<file path="src/rtl/core/vfa_pkg.sv">
// shared types and constants for the 3d vector fixed point alu
`default_nettype none

package vfa_pkg;

  localparam int unsigned WORD_W    = 32;
  localparam int unsigned PROD_W    = 64;
  localparam int unsigned SQRT_STEPS = 32;
  localparam int unsigned QUOT_BITS = 32;
  localparam int unsigned IN_DATA_W  = 224;
  localparam int unsigned IN_USER_W  = 3;
  localparam int unsigned OUT_DATA_W = 128;
  localparam int unsigned OUT_USER_W = 2;

  typedef enum logic [2:0] {
    OP_ADD   = 3'd0,
    OP_SUB   = 3'd1,
    OP_SCALE = 3'd2,
    OP_DIV   = 3'd3,
    OP_DOT   = 3'd4,
    OP_CROSS = 3'd5,
    OP_MAG   = 3'd6,
    OP_NORM  = 3'd7
  } op_t;

  typedef enum logic [1:0] {
    ST_OK   = 2'd0,
    ST_SAT  = 2'd1,
    ST_DIVZ = 2'd2
  } status_t;

  typedef struct packed {
    op_t                           op;
    logic                          s_zero;
    logic [2:0][WORD_W-1:0]        a;
    logic [2:0][WORD_W-1:0]        b;
    logic [WORD_W-1:0]             s;
  } item_t;

  typedef struct packed {
    op_t                           op;
    logic                          s_zero;
    logic [2:0][WORD_W-1:0]        a;
    logic [WORD_W-1:0]             s;
  } ctx_t;

endpackage

`default_nettype wire

</file>
<file path="src/rtl/core/vfa_front.sv">
// front end: takes input transactions and classifies them for the queue
`default_nettype none

module vfa_front
  import vfa_pkg::*;
(
  input  wire logic                  s_tvalid,
  output logic                       s_tready,
  input  wire logic [IN_DATA_W-1:0]  s_tdata,
  input  wire logic [IN_USER_W-1:0]  s_tuser,
  output logic                       q_wr,
  output item_t                      q_item,
  input  wire logic                  q_full
);

  assign s_tready = !q_full;
  assign q_wr     = s_tvalid && !q_full;

  always_comb begin
    q_item.op     = op_t'(s_tuser);
    q_item.a[0]   = s_tdata[31:0];
    q_item.a[1]   = s_tdata[63:32];
    q_item.a[2]   = s_tdata[95:64];
    q_item.b[0]   = s_tdata[127:96];
    q_item.b[1]   = s_tdata[159:128];
    q_item.b[2]   = s_tdata[191:160];
    q_item.s      = s_tdata[223:192];
    q_item.s_zero = (s_tdata[223:192] == '0);
  end

endmodule

`default_nettype wire

</file>
<file path="config.mk">
export PLATFORM = sky130hd
export DESIGN_NAME = vfa_front
export DESIGN_NICKNAME = d
export VERILOG_FILES = /design/src/rtl/core/vfa_pkg.sv /design/src/rtl/core/vfa_front.sv
export SDC_FILE = /design/constraint.sdc
export NUM_CORES = 1
export LEC_CHECK = 0
export BUFFER_PORTS_ARGS = -buffer_cell sky130_fd_sc_hd__buf_2
export CAP_MARGIN = 40
export CORE_AREA = 2 2 176 178
export DETAILED_ROUTE_END_ITERATION = 10
export DIE_AREA = 0 0 178 180
export PLACE_DENSITY = 0.43
export REMOVE_ABC_BUFFERS = 1
export SYNTH_ARGS = -nofsm -noshare
export SYNTH_HDL_FRONTEND = slang
export SYNTH_SLANG_ARGS = --single-unit
</file>
<file path="constraint.sdc">
create_clock -name vclk -period 0.8
set_input_delay 0.16 -clock vclk [all_inputs]
set_output_delay 0.16 -clock vclk [all_outputs]
set_load 0.05 [all_outputs]
</file>
==> impl_metrics.py <==
metrics = {
    "run_status": {
        "status": "finished, violations left",
        "violations": "setup timing",
    },
    "timing": {
        "final_max_slew_viol_count": 0,
        "hold_violations": 0,
        "final.setup.worst_slack_ns": -0.416,
        "fmax_mhz": 822,
        "period_share": 1.52,
        "layout_min_cycle_time_ns": 1.22,
        "grt_setup_unrepaired": "yes",
        "worst_slew_pin_slew_ns": 0.296,
        "slew_headroom": 0.804,
        "hold_ws_ns": 0.320,
        "setup_viol": 1,
    },
    "grt": {
        "antenna_found_initial": 10,
        "grt_max_degree": 3,
        "grt_pass1_wl_mm": 48.3,
        "track_usage": 0.275,
        "grt_pass1_vias": 1109,
        "grt_overflow": 0,
    },
    "layout": {
        "seq_cells": 0,
        "area_delta_synth_final_pct": -19.7,
        "layout.nets": 345,
        "drive_above_1_share": 0.965,
        "post-route-util": 0.0475,
        "regArea_sq_um": 0,
        "num-clock-buffers": 0,
    },
    "route": {
        "drcViolationCount": 0,
        "antenna_left": 0,
        "vias": 1204,
        "drtPass1Iterations": 4,
        "routed_wl_mm": 45.5,
        "drt_iter0_markers": 118,
        "viasPerCell": 2.33,
        "wl_per_cell_microns": 88.3,
    },
    "yosys": {
        "synth_top_area_frac": 0.954,
        "synth.area.mux_share": 0,
        "syn_avg_cell_area_sq_um": 7.44,
        "ys_seq_area_frac": 0,
        "syn-cell-area_sq_mm": 0.00179,
        "yosys.area.top_type": "buf_4",
        "synth_compound_area_frac": 0,
        "ys_types": 7,
        "synth_xor_area_frac": 0,
        "yosys.area_share.simple": 0.0441,
        "yosysWarnings": 0,
        "synthCells": 240,
        "synth_top_family_by_area": "buffers and inverters",
        "synth_adder_area_share": 0,
        "ys_top_cells_by_area": "buf_4, nor4_1, nand4_1",
    },
    "placed_design": {
        "hpwl_mm": 44.9,
        "gp_congestion": 1.17,
        "port_buffers": 69,
        "pre_cts_ws_ns": -0.548,
    },
    "clock_network": {
        "holdBufCountCts": 0,
    },
    "floorplan": {
        "die_h_microns": 180,
        "coreArea_sq_mm": 0.0302,
        "start_util": 0.0592,
        "die_w_microns": 178,
        "io-pin-count": 459,
        "die-area_sq_mm": 0.0320,
        "rows": 64,
    },
    "power": {
        "powerDensity_mw_per_mm2": 599,
        "p_leak_nw": 0.504,
        "power_mw": 0.859,
        "ir_worst_vdd_uv": 92.8,
    },
    "worst_setup_path": {
        "start_kind": "input port",
        "worst_setup_path_end_kind": "output port",
        "crit_required_ns": 0.64,
        "critPathArrivalTime_ns": 1.06,
        "crit_type": "input port to output port",
        "cp_max_fo": 2,
    },
    "min_path": {
        "holdCritPathClass": "input port to output port",
    },
    "job": {
        "drv_cap": 0,
    },
}
[cells by family (layout without fill, tap and decap cells)]
kind of cell           after synthesis  count (layout)
buffers and inverters              228             102
and+or+nand+nor                     12              12
other                                0               6
[timing repair]
item	CTS	global route
setup endpoints to repair	15	4
hold endpoints to repair	0	0
gates resized for setup	40	25
buffers inserted	0	0
cloned	0	0
pin swaps	5	8
[final timing paths]
path | start | endpoint | slack (ns) | cells past startpoint
max | s_tdata[198] | q_item[224] | -0.42 | 5
min | s_tdata[145] | q_item[81] | 0.32 | 0
[layer usage]
| layer | wire length (microns) | GRT usage | vias to the layer above |
|---|---|---|---|
| met1 | 2270 | 0.0334 | 416 |
| met2 | 28200 | 0.608 | 462 |
| met3 | 13100 | 0.379 | 48 |
| li1 | - | - | 270 |
| met5 | 120 | 0.0139 | - |
| met4 | 1820 | 0.0866 | 8 |
[power by group]
| part | leakage [nW] | internal [mW] | total (mW) | switching, mW |
|---|---|---|---|---|
| Sequential | 0 | 0 | 0 | 0 |
| Combinational | 0.504 | 0.316 | 0.859 | 0.544 |
| Clock | 0.0000380 | 0.00000101 | 0.00000101 | 0 |
| Total | 0.504 | 0.316 | 0.859 | 0.544 |
[synthesized netlist by cell type]
cell type	number
nor2b_1	1
nor4_1	7
inv_1	1
nand4_1	2
nor2_1	1
nor4_2	1
buf_4	227
[placed cells by master, fill, tap and decap left out]
cell type	instances
buf_4	60
buf_2	26
buf_6	12
diode_2	6
nor4_4	5
nor4_2	3
nand4_1	2
clkbuf_4	2
inv_1	1
nor2_2	1
nor2b_1	1
buf_12	1
[worst max-delay path, stage by stage]
cell	delay (ns)
buf_2	0.12
nor4_2	0.26
nand4_1	0.16
nor2_2	0.19
buf_12	0.16
[through the flow]
stage	std cells	TNS [ns]	area (sq um)
floorplan	13	-0.780	82.6
global placement	510	-0.492	1180
detailed placement	510	-0.638	1180
CTS	510	-0.432	1320
global route	513	-0.448	1430
finish	516	-0.416	1430
[layout make-up]
class | count | area [sq um]
Fill cell | 3547 | 28800
Timing Repair Buffer | 101 | 751
Tap cell | 396 | 495
Multi-Input combinational cell | 12 | 169
Antenna cell | 6 | 15.0
Inverter | 1 | 3.75
(Power assumes the default switching activity.)
