$ cat src/rtl/core/vfa_pkg.sv
// shared types and constants for the 3d vector fixed point alu
`default_nettype none

package vfa_pkg;

  localparam int unsigned WORD_W    = 32;
  localparam int unsigned PROD_W    = 64;
  localparam int unsigned SQRT_STEPS = 32;
  localparam int unsigned QUOT_BITS = 32;
  localparam int unsigned IN_DATA_W  = 224;
  localparam int unsigned IN_USER_W  = 3;
  localparam int unsigned OUT_DATA_W = 128;
  localparam int unsigned OUT_USER_W = 2;

  typedef enum logic [2:0] {
    OP_ADD   = 3'd0,
    OP_SUB   = 3'd1,
    OP_SCALE = 3'd2,
    OP_DIV   = 3'd3,
    OP_DOT   = 3'd4,
    OP_CROSS = 3'd5,
    OP_MAG   = 3'd6,
    OP_NORM  = 3'd7
  } op_t;

  typedef enum logic [1:0] {
    ST_OK   = 2'd0,
    ST_SAT  = 2'd1,
    ST_DIVZ = 2'd2
  } status_t;

  typedef struct packed {
    op_t                           op;
    logic                          s_zero;
    logic [2:0][WORD_W-1:0]        a;
    logic [2:0][WORD_W-1:0]        b;
    logic [WORD_W-1:0]             s;
  } item_t;

  typedef struct packed {
    op_t                           op;
    logic                          s_zero;
    logic [2:0][WORD_W-1:0]        a;
    logic [WORD_W-1:0]             s;
  } ctx_t;

endpackage

`default_nettype wire

$ cat src/rtl/core/vfa_queue.sv
// two-entry queue between front end and execution pipeline
`default_nettype none

module vfa_queue
  import vfa_pkg::*;
(
  input  wire logic  clk,
  input  wire logic  rst,
  input  wire logic  wr,
  input  wire item_t wdata,
  output logic       full,
  input  wire logic  rd,
  output item_t      rdata,
  output logic       valid
);

  item_t      mem [2];
  logic       wp;
  logic       rp;
  logic [1:0] cnt;

  assign full  = (cnt == 2'd2);
  assign valid = (cnt != 2'd0);
  assign rdata = mem[rp];

  always_ff @(posedge clk) begin
    if (wr) begin
      mem[wp] <= wdata;
    end
  end

  always_ff @(posedge clk) begin
    if (rst) begin
      wp  <= 1'b0;
      rp  <= 1'b0;
      cnt <= 2'd0;
    end else begin
      if (wr) begin
        wp <= ~wp;
      end
      if (rd) begin
        rp <= ~rp;
      end
      cnt <= cnt + 2'(wr) - 2'(rd);
    end
  end

endmodule

`default_nettype wire

$ cat config.mk
export PLATFORM = sky130hd
export DESIGN_NAME = vfa_queue
export DESIGN_NICKNAME = d
export VERILOG_FILES = /design/src/rtl/core/vfa_pkg.sv /design/src/rtl/core/vfa_queue.sv
export SDC_FILE = /design/constraint.sdc
export NUM_CORES = 1
export LEC_CHECK = 0
export ABC_CLOCK_PERIOD_IN_PS = 12450
export BUFFER_PORTS_ARGS = -buffer_cell sky130_fd_sc_hd__buf_2
export CORE_ASPECT_RATIO = 1.2
export CORE_MARGIN = 5
export CORE_UTILIZATION = 30
export DETAILED_ROUTE_END_ITERATION = 10
export PLACE_DENSITY = 0.59
export SYNTH_ARGS = -nofsm -noshare
export SYNTH_HDL_FRONTEND = slang
export SYNTH_SLANG_ARGS = --single-unit
$ cat constraint.sdc
create_clock -name clk -period 12.45 [get_ports clk]
set_input_delay 2.49 -clock clk [delete_from_list [all_inputs] [get_ports clk]]
set_output_delay 2.49 -clock clk [all_outputs]
set_load 0.03 [all_outputs]
==> results.cfg, run 1 <==
[pwr]
seq_power_share = 0.498
p_sw_uw = 913.6
max-vdd-ir-drop_mv = 0.1201
total_power_uw = 3697
power.density_nw_per_um2 = 173.7
p_sw_frac = 0.2471
p_leak_uw = 0.007830
power_frac_clock = 0.367
power_frac_comb = 0.136
p_int_uw = 2783

[route]
vias = 8507
wl_mm = 38.55
wire_per_inst_microns = 19.41
drc_errors = 0
ant_nets = 0
first_pass_iters = 5
avgViaCountPerCell = 4.283
drt_iter0_markers = 473

[placement]
dp_hpwl_mm = 26.58
place_congestion = 0.7924
portBuffers = 461
dpl-instance-area_sq_um = 19800

[sta]
period_needed_ns = 6.024
fmax_mhz = 166.0
drv_slew = 0
rsz0062_at_grt = false
fin_setup_tns_ns = 0
post-route-period-util = 0.4839
setup_viol = 0
hold_viol_final = 0
slew_headroom = 0.2699
tightestPinTransition_ns = 1.095
skew_ns = 0.01218

[floorplanning]
die_x_microns = 225.8
die_area_sq_um = 60700
fp.dieH_microns = 268.9
start_util = 0.3012
core_area_sq_um = 55630
rows = 95
io_pins = 462

[setup_path]
crit_slowest_cell = buf_4
critPathMaxStageDelay_ns = 0.82
worst_setup_path_end_kind = output pin
cp_top_family = buffers and inverters
arrival_ns = 3.53
worst-path-stages = 4
critPathMaxFanout = 75
path_class = flop to output pin
reg2reg_from = wp$_SDFFE_PP0P_
startpoint_type = flop
path_cells = buf_4 -> buf_4 -> mux2_2 -> buf_2
cp.required_ns = 9.96
crit_buf_inv = 3
r2r_cells = 2
cp_common_cell = buf_4

[clocking]
cts.sinks = 461
worstSkewPairLatency_ns = 0.55
ctsHoldBuffers = 0
htree_levels = 2
cts_tree = yes
cts.reportedPaths.clkPinSlew_ns = 0.06
numCtsBuffers = 47
cts_buffer_depth = 3
cts_setup_buffers = 0
cts_repair_resize_count = 0
cts-root-buf = clkbuf_16

[logic_synthesis]
yosys_warnings = 0
ys_ff_latch = 461
synthTopCellsByArea = edfxtp_1 (82%), mux2_2 (15%), buf_6 (1.6%)
synth_top_area_frac = 0.8171
synth_area_sq_um = 16760
synthCells = 730
syn_nets = 964
ys_types = 13
ys_seq_area_frac = 0.8231
syn_avg_cell_area_sq_um = 22.96
synth_top_cell_by_area = edfxtp_1

[grt]
track_usage = 0.1187
antenna_found_initial = 5
overflow = 0
grt_pass1_wl_mm = 55.34
grt_pass1_vias = 9266
grt_start_max_net_pins = 131

[min_path]
hold_path_depth = 2
hp-start = rp$_SDFFE_PP0P_
worstHoldPathType = flop to flop

[run]
cap_violations = 0

[final_layout]
final_nets = 1457
final_area_sq_um = 21290
drive_above_1_share = 0.6112
final_util = 0.3827
syn_to_final_growth_pct = 27.04

[outcome]
run_status = complete, no violations
-- synth_stat cells --
cell type and instances:
and2_1 1, buf_4 1, buf_6 24, dfxtp_1 5
edfxtp_1 456, ha_1 2, inv_1 2, mux2_2 228
nor2_1 4, nor2b_1 3, or2_2 1, xnor2_1 2
xnor3_1 1
-- sequential cells by signal (all words and copies together), names as in the netlist, named ones only --
| signal | count |
|---|---|
| mem | 456 |
| cnt | 2 |
| rp | 1 |
| wp | 1 |
-- final cells by class --
cell class	count	area, sq um
multi-input cells	242	2689
repair buffers	469	2392
clock buffers	55	1249
flip-flops and latches	461	13800
fillers	5182	34340
diodes	4	10.01
clock inverters	26	235.2
inverters	2	7.507
well taps	727	909.6
-- logic make-up after synthesis --
| group | after synthesis | synth area share |
|---|---|---|
| adders and majority gates | 2 | 0.001493 |
| xor gates and xnor gates | 3 | 0.002389 |
| DFF | 461 | 0.8231 |
| buffers and inverters | 27 | 0.01702 |
| and+or+nand+nor | 9 | 0.002763 |
| muxes | 228 | 0.1532 |
-- worst register-to-register path, delay by kind of cell, from the launching register on --
family | cells | cell delay [ns]
flip-flops | 1 | 0.42
AND/OR/NAND/NOR | 1 | 0.62
buffers and inverters | 1 | 0.52
-- path summary, 6_finish.rpt --
check,end,slack (ns)
max,rdata[55],6.43
min,rp$_SDFFE_PP0P_,0.52
max reg2reg,mem[1][211]$_DFFE_PP_,10.14
min reg2reg,rp$_SDFFE_PP0P_,0.52
-- per-layer routing --
layer	wire, microns	vias up	GRT usage
met4	847	4	0.03469
met5	19	-	0
met3	2922	60	0.03953
li1	-	3915	-
met2	20710	308	0.2165
met1	14050	4220	0.1321
-- stage by stage --
step	instances	setup slack, ns	hold slack, ns
5_1_grt	1983	6.203	0.5624
2_1_floorplan	730	3.584	0.4799
3_3_place_gp	1901	6.999	0.4973
6_report	1986	6.426	0.5241
4_1_cts	1982	6.343	0.5250
3_5_place_dp	1901	6.967	0.5081
-- placed cells by master (no fill, tap or decap), types with 4 or more instances in the layout --
| cell | synthesis | layout |
|---|---|---|
| edfxtp_1 | 456 | 456 |
| nor2_1 | 4 | 4 |
| clkinv_2 | 0 | 8 |
| bufinv_16 | 0 | 4 |
| clkbuf_1 | 0 | 6 |
| clkbuf_16 | 0 | 49 |
| clkinv_1 | 0 | 9 |
| buf_2 | 0 | 461 |
| dfxtp_1 | 5 | 4 |
| buf_4 | 1 | 6 |
| mux2_2 | 228 | 228 |
| diode_2 | 0 | 4 |
-- power groups by stage --
stage | Sequential [uW] | Combinational [uW] | Clock, uW
global placement | 1870 | 504 | 0
floorplan | 1880 | 352 | 0
finish | 1840 | 501 | 1360
global route | 1850 | 531 | 1470
detailed placement | 1870 | 510 | 0
CTS | 1840 | 512 | 1400
(Power assumes the default switching activity.)
==> run 2: changes to the inputs <==
--- a/config.mk
+++ b/config.mk
@@ -5,13 +5,14 @@
 export SDC_FILE = /design/constraint.sdc
 export NUM_CORES = 1
 export LEC_CHECK = 0
-export ABC_CLOCK_PERIOD_IN_PS = 12450
+export ABC_AREA = 1
+export ABC_CLOCK_PERIOD_IN_PS = 6150
 export BUFFER_PORTS_ARGS = -buffer_cell sky130_fd_sc_hd__buf_2
 export CORE_ASPECT_RATIO = 1.2
 export CORE_MARGIN = 5
 export CORE_UTILIZATION = 30
 export DETAILED_ROUTE_END_ITERATION = 10
-export PLACE_DENSITY = 0.59
+export PLACE_DENSITY = 0.57
 export SYNTH_ARGS = -nofsm -noshare
 export SYNTH_HDL_FRONTEND = slang
 export SYNTH_SLANG_ARGS = --single-unit
==> constraint.sdc (replaced) <==
create_clock -name clk -period 6.15 [get_ports clk]
set_input_delay 1.23 -clock clk [delete_from_list [all_inputs] [get_ports clk]]
set_output_delay 1.23 -clock clk [all_outputs]
set_load 0.03 [all_outputs]
==> run 2 against run 1 <==
Against the previous run:
- clock skew increased by 0.012 ns
- final area decreased by 0.31%
- sequential share of layout area increased by 0.20 points
- cell count increased by 0.25%
- sequential power increased by 100%
- sequential cell count unchanged
- critical path depth decreased by 1
- critical path type unchanged
- largest power group unchanged
==> results.cfg, run 2 <==
[sta]
period_needed_ns = 3.931
post-route-period-util = 0.6391
setup_viol = 0
skew_ns = 0.02378
hold_viol_final = 0
tightestPinTransition_ns = 0.9967
drv_slew = 0
fin_setup_tns_ns = 0
fmax_mhz = 254.4
slew_headroom = 0.3355
holdWs_ns = 0.5186
rsz0062_at_grt = false

[placement]
place_congestion = 0.7664
portBuffers = 461
dp_hpwl_mm = 25.21

[route]
ant_nets = 0
avgViaCountPerCell = 4.298
first_pass_iters = 4
drc_errors = 0
wire_per_inst_microns = 18.67
vias = 8557
drt_iter0_markers = 401
wl_mm = 37.18

[setup_path]
critPathMaxFanout = 93
worst_setup_path_end_kind = output pin
path_class = flop to output pin
startpoint_type = flop
cp.required_ns = 4.92
arrival_ns = 2.70

[logic_synthesis]
synth_xor_area_frac = 0.0005225
synth-compound-area-share = 0.0002986
synth_area_sq_um = 16760
ys_types = 13
synth_top_family_by_area = multiplexers
synth_mux_area_frac = 0.1532
synth_top_area_frac = 0.8169
synthFlopType = edfxtp_1
synth_top_cell_by_area = edfxtp_1
synth-adder-area-share = 0.001493
synth.top_cells.by_count = edfxtp_1 (456), mux2_2 (228), buf_6 (24)
synth_edf_count = 456
synthArstFlopShare = 0
ys_seq_area_frac = 0.8229
syn_avg_cell_area_sq_um = 22.65
syn_nets = 974
yosysMostFrequentCell = edfxtp_1
yosys.area_share.simple = 0.003284
synthCells = 740
ys_ff_latch = 461
yosys_warnings = 0
synthTopCellsByArea = edfxtp_1 (82%), mux2_2 (15%), buf_6 (1.6%)

[floorplanning]
io_pins = 462
die_x_microns = 225.8
rows = 95
start_util = 0.3013
die_area_sq_um = 60720
core_area_sq_um = 55630
fp.dieH_microns = 268.9

[pwr]
max-vdd-ir-drop_mv = 0.2570
p_leak_uw = 0.007803
power_frac_clock = 0.363
power_frac_comb = 0.129
seq_power_share = 0.509
p_sw_frac = 0.2439
p_int_uw = 5494
p_sw_uw = 1772
power.density_nw_per_um2 = 342.4

[grt]
grt_pass1_vias = 9029
track_usage = 0.1142
grt_pass1_wl_mm = 53.35
grt_start_max_net_pins = 162
antenna_found_initial = 9
overflow = 0

[final_layout]
largest-register = mem
nFillCells = 5210
drive_above_1_share = 0.6010
layout_common_cells = buf_2 (461), edfxtp_1 (456), mux2_2 (228), clkbuf_16 (47), clkbuf_1 (11)
largest_reg_flops = 456
biggestRegsByFlops = mem x456, cnt x2
final_nets = 1464
layout_commonest_cell = buf_2
syn_to_final_growth_pct = 26.62

[clocking]
worstSkewPairLatency_ns = 0.56
cts_buffer_depth = 3
cts-root-buf = clkbuf_16
cts_repair_resize_count = 0
numCtsBuffers = 46
ctsHoldBuffers = 0
cts.reportedPaths.clkPinSlew_ns = 0.06
cts_setup_buffers = 0
cts.sinks = 461
htree_levels = 2
cts_tree = yes

[run]
cap_violations = 0

[outcome]
run_status = complete, no violations

[min_path]
worstHoldPathType = flop to flop
==> run 2: cell types whose count changed in the layout (fill, tap and decap cells not counted), sizes merged, moves of 2 or more <==
cell	before	now
buf	469	467
clkbuf	55	58
clkinv	18	16
diode	4	1
inv	4	10
nand2	0	5
nor2	4	7
nor2b	3	0
==> run 2: cells by family after synthesis <==
logic type / Yosys count
adder cells (fa/ha/maj): 2
buffers and inverters: 33
multiplexers: 228
AND/OR/NAND/NOR: 14
AO/OA/AOI/OAI: 1
flip-flops: 461
XOR/XNOR: 1
==> run 2: per-layer routing <==
| layer | part of all wire | global-route usage | up-vias |
|---|---|---|---|
| met3 | 0.093 | 0.04649 | 64 |
| met1 | 0.37 | 0.1286 | 4252 |
| met2 | 0.51 | 0.1982 | 297 |
| met4 | 0.029 | 0.03763 | 8 |
| met5 | 0.0012 | 0 | - |
| li1 | - | - | 3936 |
==> run 2: per-stage QoR <==
step                      utilization  setup slack [ns]  cell area [sq um]  cells  total power [uW]
after floorplan                     -             1.031              16770    740              4416
after global placement         0.3561             2.795              19810   1909              4697
after detailed placement       0.3561             2.758              19810   1909              4715
after CTS                      0.3815             2.118              21220   1990              7400
after global routing           0.3815             2.045              21220   1991              7580
final                          0.3815             2.219              21220   1991              7267
==> run 2: worst paths after layout <==
| check | startpoint | endpoint | slack [ns] | depth (start not counted) |
|---|---|---|---|---|
| worst max-delay path | flop | rdata[118] | 2.22 | 3 |
| worst min-delay path | rp$_SDFFE_PP0P_ | flop | 0.52 | 2 |
| worst max register to register | wp$_SDFFE_PP0P_ | mem[1][195]$_DFFE_PP_ | 4.37 | 3 |
| worst min register to register | rp$_SDFFE_PP0P_ | flop | 0.52 | 2 |
==> run 2: power by group through the flow <==
stage	clock network [uW]	registers [uW]	logic, uW
3_5_place_dp	0	3770	950
2_1_floorplan	0	3750	666
6_report	2640	3700	934
4_1_cts	2750	3700	954
5_1_grt	2880	3710	993
3_3_place_gp	0	3760	936
==> run 2: cell type report <==
type,count,area (sq um),share of cell area
antenna,1,2.502,0.0001179
clock buffer,58,1217,0.05736
clock inverter,23,192.7,0.009079
inverter,8,33.78,0.001592
multi-input combinational,246,2669,0.1257
sequential,461,13800,0.6501
tap,727,909.6,0.04286
timing repair buffer,467,2402,0.1132
==> run 2: worst max-delay path, stage by stage, from the launching register on <==
cell and delay (ns):
dfxtp_4 0.94, buf_12 0.43, mux2_2 0.41, buf_2 0.18
